### src/rtl/bgwp_pkg.sv
`timescale 1ns / 1ps
// ----------------------------------------------------------------------------
// bgwp_pkg
// Types and constants of the burst and gap waveform player.
// ----------------------------------------------------------------------------
package bgwp_pkg;

	localparam int BURST_LEN = 15;
	localparam int GAP_LEN   = 60;

	localparam int SAMPLE_W = 10;
	localparam int INDEX_W  = 6;
	localparam int ACTION_W = 2;
	localparam int REPEAT_W = 8;
	localparam int HIGH_W   = 8;
	localparam int LOW_W    = 2;

	localparam int BURST_AW = (BURST_LEN > 1) ? $clog2(BURST_LEN) : 1;
	localparam int GAP_AW   = $clog2(GAP_LEN);
	localparam int BURST_PW = $clog2(BURST_LEN + 1);
	localparam int GAP_PW   = $clog2(GAP_LEN + 2);

	localparam logic [ACTION_W-1:0] ACT_TICK     = 2'd0;
	localparam logic [ACTION_W-1:0] ACT_BURST_WR = 2'd1;
	localparam logic [ACTION_W-1:0] ACT_GAP_WR   = 2'd2;

	typedef struct packed {
		logic                burst_we;
		logic                gap_we;
		logic [INDEX_W-1:0]  addr;
		logic [SAMPLE_W-1:0] data;
	} bgwp_wr_t;

	typedef struct packed {
		logic                en;
		logic                gap;
		logic [BURST_AW-1:0] burst_addr;
		logic [GAP_AW-1:0]   gap_addr;
	} bgwp_rd_t;

endpackage

### src/rtl/bgwp_tables.sv
`timescale 1ns / 1ps
// ----------------------------------------------------------------------------
// bgwp_tables
// Burst and gap sample memories with one write and one registered read.
// ----------------------------------------------------------------------------
module bgwp_tables (
	input  logic                      clk,
	input  logic                      arst_n,
	input  bgwp_pkg::bgwp_wr_t        wr,
	input  bgwp_pkg::bgwp_rd_t        rd,
	output logic [bgwp_pkg::SAMPLE_W-1:0] rd_data
);
	import bgwp_pkg::*;

	logic [SAMPLE_W-1:0] burst_mem [BURST_LEN];
	logic [SAMPLE_W-1:0] gap_mem [GAP_LEN];
	logic [SAMPLE_W-1:0] burst_rd_q;
	logic [SAMPLE_W-1:0] gap_rd_q;
	logic                rd_gap_q;

	always_ff @(posedge clk) begin
		if (wr.burst_we) begin
			burst_mem[wr.addr[BURST_AW-1:0]] <= wr.data;
		end
		if (rd.en && !rd.gap) begin
			burst_rd_q <= burst_mem[rd.burst_addr];
		end
	end

	always_ff @(posedge clk) begin
		if (wr.gap_we) begin
			gap_mem[wr.addr[GAP_AW-1:0]] <= wr.data;
		end
		if (rd.en && rd.gap) begin
			gap_rd_q <= gap_mem[rd.gap_addr];
		end
	end

	always_ff @(posedge clk or negedge arst_n) begin
		if (!arst_n) begin
			rd_gap_q <= 1'b0;
		end else if (rd.en) begin
			rd_gap_q <= rd.gap;
		end
	end

	assign rd_data = rd_gap_q ? gap_rd_q : burst_rd_q;

endmodule

### src/rtl/burst_gap_waveform_player_top.sv
`timescale 1ns / 1ps
// ----------------------------------------------------------------------------
// burst_gap_waveform_player_top
// Tick-driven sample player for a split 10-bit DAC.
// ----------------------------------------------------------------------------
// The request channel (item_valid, item_stall) carries ticks and table writes.
// A write loads one burst or gap table entry; a write past a table's end and
// action code 3 are dropped. A tick plays the next burst sample, or the next
// even gap entry once burst_repeats passes are done, or is an idle tick.
// The sample channel (sample_valid, sample_stall) returns the played sample
// as dac_high_bits and dac_low_bits, via the table read and output registers.
// One request is taken every cycle while item_stall is low; the throughput
// is set by the single table read per tick, registered in the table memory.
// When the receiver stalls, one result waits in the output register and
// one more in the read stage; only then is item_stall raised.
// burst_repeats is written over its own valid and ready channel, always ready;
// the user writes it only while the player is idle, not enforced by the block.
// Reset clears the positions and the pass count and sets burst_repeats to
// four; the table contents are undefined until written.
// ----------------------------------------------------------------------------
module burst_gap_waveform_player_top (
	input  logic                          clk,
	input  logic                          arst_n,
	input  logic                          item_valid,
	output logic                          item_stall,
	input  logic [bgwp_pkg::ACTION_W-1:0] action,
	input  logic [bgwp_pkg::INDEX_W-1:0]  table_index,
	input  logic [bgwp_pkg::SAMPLE_W-1:0] table_value,
	input  logic                          cfg_valid,
	output logic                          cfg_ready,
	input  logic [bgwp_pkg::REPEAT_W-1:0] burst_repeats,
	output logic                          sample_valid,
	input  logic                          sample_stall,
	output logic [bgwp_pkg::HIGH_W-1:0]   dac_high_bits,
	output logic [bgwp_pkg::LOW_W-1:0]    dac_low_bits
);
	import bgwp_pkg::*;

	logic [REPEAT_W-1:0] burst_repeats_q;
	logic [REPEAT_W-1:0] pass_count_q;
	logic [BURST_PW-1:0] burst_pos_q;
	logic [GAP_PW-1:0]   gap_pos_q;
	logic                valid_s1;
	logic                sample_valid_q;
	logic [HIGH_W-1:0]   dac_high_q;
	logic [LOW_W-1:0]    dac_low_q;

	logic                accept;
	logic                advance;
	logic                is_tick;
	logic                in_burst;
	logic                burst_play;
	logic                gap_play;
	logic [SAMPLE_W-1:0] rd_data;
	bgwp_wr_t            wr;
	bgwp_rd_t            rd;

	assign advance    = !sample_valid_q || !sample_stall;
	assign item_stall = valid_s1 && !advance;
	assign accept     = item_valid && !item_stall;
	assign cfg_ready  = 1'b1;

	assign is_tick    = (action == ACT_TICK);
	assign in_burst   = pass_count_q < burst_repeats_q;
	assign burst_play = in_burst && (burst_pos_q < BURST_PW'(BURST_LEN));
	assign gap_play   = !in_burst && (gap_pos_q < GAP_PW'(GAP_LEN));

	always_comb begin
		wr.burst_we = 1'b0;
		wr.gap_we   = 1'b0;
		wr.addr     = table_index;
		wr.data     = table_value;
		case (action)
			ACT_BURST_WR: begin
				wr.burst_we = accept && ({1'b0, table_index} < (INDEX_W + 1)'(BURST_LEN));
			end
			ACT_GAP_WR: begin
				wr.gap_we = accept && ({1'b0, table_index} < (INDEX_W + 1)'(GAP_LEN));
			end
			default: begin
				wr.burst_we = 1'b0;
			end
		endcase
	end

	assign rd.en         = accept && is_tick && (burst_play || gap_play);
	assign rd.gap        = !in_burst;
	assign rd.burst_addr = burst_pos_q[BURST_AW-1:0];
	assign rd.gap_addr   = gap_pos_q[GAP_AW-1:0];

	bgwp_tables u_tables (
		.clk     (clk),
		.arst_n  (arst_n),
		.wr      (wr),
		.rd      (rd),
		.rd_data (rd_data)
	);

	always_ff @(posedge clk or negedge arst_n) begin
		if (!arst_n) begin
			burst_repeats_q <= REPEAT_W'(4);
		end else if (cfg_valid && cfg_ready) begin
			burst_repeats_q <= burst_repeats;
		end
	end

	always_ff @(posedge clk or negedge arst_n) begin
		if (!arst_n) begin
			pass_count_q <= '0;
			burst_pos_q  <= '0;
			gap_pos_q    <= '0;
		end else if (accept && is_tick) begin
			if (burst_play) begin
				burst_pos_q <= burst_pos_q + BURST_PW'(1);
			end else if (in_burst) begin
				burst_pos_q  <= '0;
				pass_count_q <= pass_count_q + REPEAT_W'(1);
			end else if (gap_play) begin
				gap_pos_q <= gap_pos_q + GAP_PW'(2);
			end else begin
				gap_pos_q    <= '0;
				pass_count_q <= '0;
			end
		end
	end

	always_ff @(posedge clk or negedge arst_n) begin
		if (!arst_n) begin
			valid_s1       <= 1'b0;
			sample_valid_q <= 1'b0;
		end else begin
			if (accept) begin
				valid_s1 <= rd.en;
			end else if (advance) begin
				valid_s1 <= 1'b0;
			end
			if (advance) begin
				sample_valid_q <= valid_s1;
			end
		end
	end

	always_ff @(posedge clk) begin
		if (advance && valid_s1) begin
			dac_high_q <= rd_data[SAMPLE_W-1:LOW_W];
			dac_low_q  <= rd_data[LOW_W-1:0];
		end
	end

	assign sample_valid  = sample_valid_q;
	assign dac_high_bits = dac_high_q;
	assign dac_low_bits  = dac_low_q;

endmodule

### config.mk
export PLATFORM = sky130hd
export DESIGN_NAME = burst_gap_waveform_player_top
export DESIGN_NICKNAME = d
export VERILOG_FILES = /design/src/rtl/bgwp_pkg.sv /design/src/rtl/bgwp_tables.sv /design/src/rtl/burst_gap_waveform_player_top.sv
export SDC_FILE = /design/constraint.sdc
export NUM_CORES = 1
export LEC_CHECK = 0
export BUFFER_PORTS_ARGS = -buffer_cell sky130_fd_sc_hd__buf_2
export CORE_UTILIZATION = 28
export CTS_BUF_LIST = sky130_fd_sc_hd__clkbuf_4 sky130_fd_sc_hd__clkbuf_8
export DETAILED_ROUTE_END_ITERATION = 16
export GPL_TIMING_DRIVEN = 1
export SLEW_MARGIN = 20
export SYNTH_ARGS = -nofsm -noshare
export SYNTH_HDL_FRONTEND = slang
export SYNTH_SLANG_ARGS = --single-unit
### constraint.sdc
create_clock -name clk -period 3.5 [get_ports clk]
set_input_delay 0.525 -clock clk [delete_from_list [all_inputs] [get_ports clk]]
set_output_delay 0.525 -clock clk [all_outputs]
set_load 0.05 [all_outputs]
==> impl_metrics.toml <==
[setup_path]
required_ps = 3760
cp-start-kind = "flop"
cp_max_fo = 10
cp-end-kind = "flop"
crit_type = "reg2reg"
arrival_ps = 2970

[routing]
drtIter0Drc = 928
vias = 10609
avgViaCountPerCell = 4.72
drt_wl_total_um = 47000
avgRoutedWirePerCell_um = 20.9
drc = 0
ant_nets = 0
firstDrtPassIters = 5

[clock_network]
clk_pin_slew_worst_paths_ps = 60
cts_resized = 0
cts-buffers-inserted = 85
clockBufferDepth = 3
cts_tree = "done"
cts_hold_buf = 1
clk_latency_ps = 660
postCtsSetupRepairBufs = 0
cts_max_level = 3
cts.sinks = 508
root_buffer = "clkbuf_8"

[power]
intPower_mw = 11.3
total_power_mw = 16.1
powerDensity_nw_per_um2 = 685
p_switching_mw = 4.77
pwr-share-clk = 0.322
peakVddDrop_mv = 0.392
p_sw_frac = 0.296
seqPwrFrac = 0.447
pwr-share-comb = 0.231
leakagePower_nw = 7.86

[synthesis]
yosys_register_bits = 508
synthTopCellsByCount = "edfxtp_1 (480), mux2i_1 (109), nor2_1 (55)"
ys_seq_area_frac = 0.748
yosysWarningCount = 0
synth_cell_type_count = 56
synth_area_um2 = 20200
synthCells = 1092
synth-async-reset-ratio = 0.0551
yosysMostFrequentCell = "edfxtp_1"
synthFlopType = "edfxtp_1"
synth_edf_count = 480
yosys-top-cells-area = "edfxtp_1 (71%), mux2i_1 (5.4%), mux4_2 (4.2%)"
synth_largest_area_cell = "edfxtp_1"
yosys.area.top_type_share = 0.713
synth_nets = 1133
syn_area_per_cell_um2 = 18.5

[grt]
grt_pass1_wl_um = 69600
gr-total-overflow = 0
grt_pass1_vias = 10606
grt_max_degree = 46
gr-usage-all-layers = 0.127
antenna_found_initial = 7

[floorplan]
core_um2 = 71500
dieWidth_um = 271
ioPinCount = 44
die_h_um = 271
dieArea_um2 = 73300
rows = 98
initial_utilization = 0.283

[timing]
relSlewSlack = 0.322
setup_viol_count_final = 0
slew_viol_final = 0
timing.final.crit_share = 0.773
finalClockSkew_ps = 31.5
fmax_mhz = 370
fin_setup_tns_ps = 0
hold_viol_final = 0
grt_setup_unrepaired = "no"
min_period_ps = 2700
worstMarginPinSlew_ps = 1020

[job]
max_cap_viol_count = 0

[cells_and_area]
area_growth_pct = 16.5
drive_gt1_frac = 0.238
fin_nets = 1272

[hold_path]
holdCritPathClass = "in2reg"

[run_status]
status = "finished clean"

[placement]
port_buffers = 42
gp_congestion = 0.778
dpl.hpwl_um = 29100
[area by class of cell]
cell class	instances	area (µm²)
Antenna cell	1	2.50
Timing Repair Buffer	112	763
Clock inverter	46	337
Sequential cell	508	15100
Clock buffer	106	1330
Inverter	11	41.3
Tap cell	950	1190
Multi-Input combinational cell	513	4750
Fill cell	6777	47900
[registers in the layout, summed over array words and instances, names as in the netlist]
register / flops
u_tables.gap_mem: 300
u_tables.burst_mem: 150
u_tables.burst_rd_q: 10
u_tables.gap_rd_q: 10
burst_repeats_q: 8
dac_high_bits: 8
pass_count_q: 8
gap_pos_q: 5
burst_pos_q: 4
dac_low_bits: 2
sample_valid: 1
u_tables.rd_gap_q: 1
valid_s1: 1
[stage by stage]
step           worst slack (ps)  std cells  utilization  cell area, µm²  hold WS (ps)
2_1_floorplan               768       1092            -           20200           229
3_3_place_gp                648       2093        0.306           21900           452
3_5_place_dp                542       2093        0.306           21900           459
4_1_cts                     778       2246        0.329           23500          46.5
5_1_grt                     601       2246        0.329           23500          73.0
6_report                    796       2247        0.329           23500          88.1
[power by group through the flow]
| stage | clock network [mW] | logic [mW] | registers [mW] |
|---|---|---|---|
| global placement | 0 | 3.70 | 7.32 |
| finish | 5.19 | 3.73 | 7.20 |
| detailed placement | 0 | 3.76 | 7.32 |
| CTS | 5.32 | 3.77 | 7.20 |
| floorplan | 0 | 2.75 | 7.15 |
| global route | 5.57 | 4.01 | 7.23 |
[routing by layer]
| metal | wire (µm) | track usage | up-vias |
|---|---|---|---|
| li1 | - | - | 4721 |
| met1 | 21300 | 0.176 | 5465 |
| met2 | 21500 | 0.194 | 333 |
| met3 | 3090 | 0.0294 | 80 |
| met4 | 1070 | 0.0474 | 10 |
| met5 | 71 | 0 | - |
[kinds of logic after synthesis]
family | after synthesis | share of synthesized area
adders and majority gates | 10 | 0.00619
muxes | 191 | 0.140
buffers and inverters | 71 | 0.0170
AOI/OAI and AO/OA | 126 | 0.0440
DFF | 508 | 0.748
xor gates and xnor gates | 1 | 0.000433
other | 1 | 0.000186
and+or+nand+nor | 184 | 0.0443
[critical path: stages (launching register included)]
cell and delay (ps):
dfrtp_1 410, nand3_1 190, inv_1 210, nor4_4 370, or3b_1 440, nor3_2 690
[final timing paths]
check | from | end | slack (ps) | cells past startpoint
setup reg to reg | sample_valid | u_tables.burst_mem[0][9] | 800 | 5
max in group asynchronous | arst_n | gap_pos_q[1] | 2540 | 2
min in group asynchronous | arst_n | burst_repeats_q[5] | 440 | 2
hold / removal | burst_repeats[5] | burst_repeats_q[5] | 90 | 3
setup / recovery | sample_valid | u_tables.burst_mem[0][9] | 800 | 5
hold reg to reg | valid_s1 | sample_valid | 470 | 1
[layout by cell type, fill, tap and decap left out, drive strengths merged, types with 7 or more instances in the layout]
cell     instances
mux2            18
nor2            55
inv             16
ha              10
a21oi            9
nand3           38
edfxtp         480
a221oi          13
mux2i          109
o21ai           33
nor3            12
nand2           35
nand4           10
and3             7
dfrtp           27
mux4            64
clkbuf         106
clkinv          34
o2bb2ai          8
a22oi           45
buf            111
Note: power is estimated with default switching activity, not from simulation.
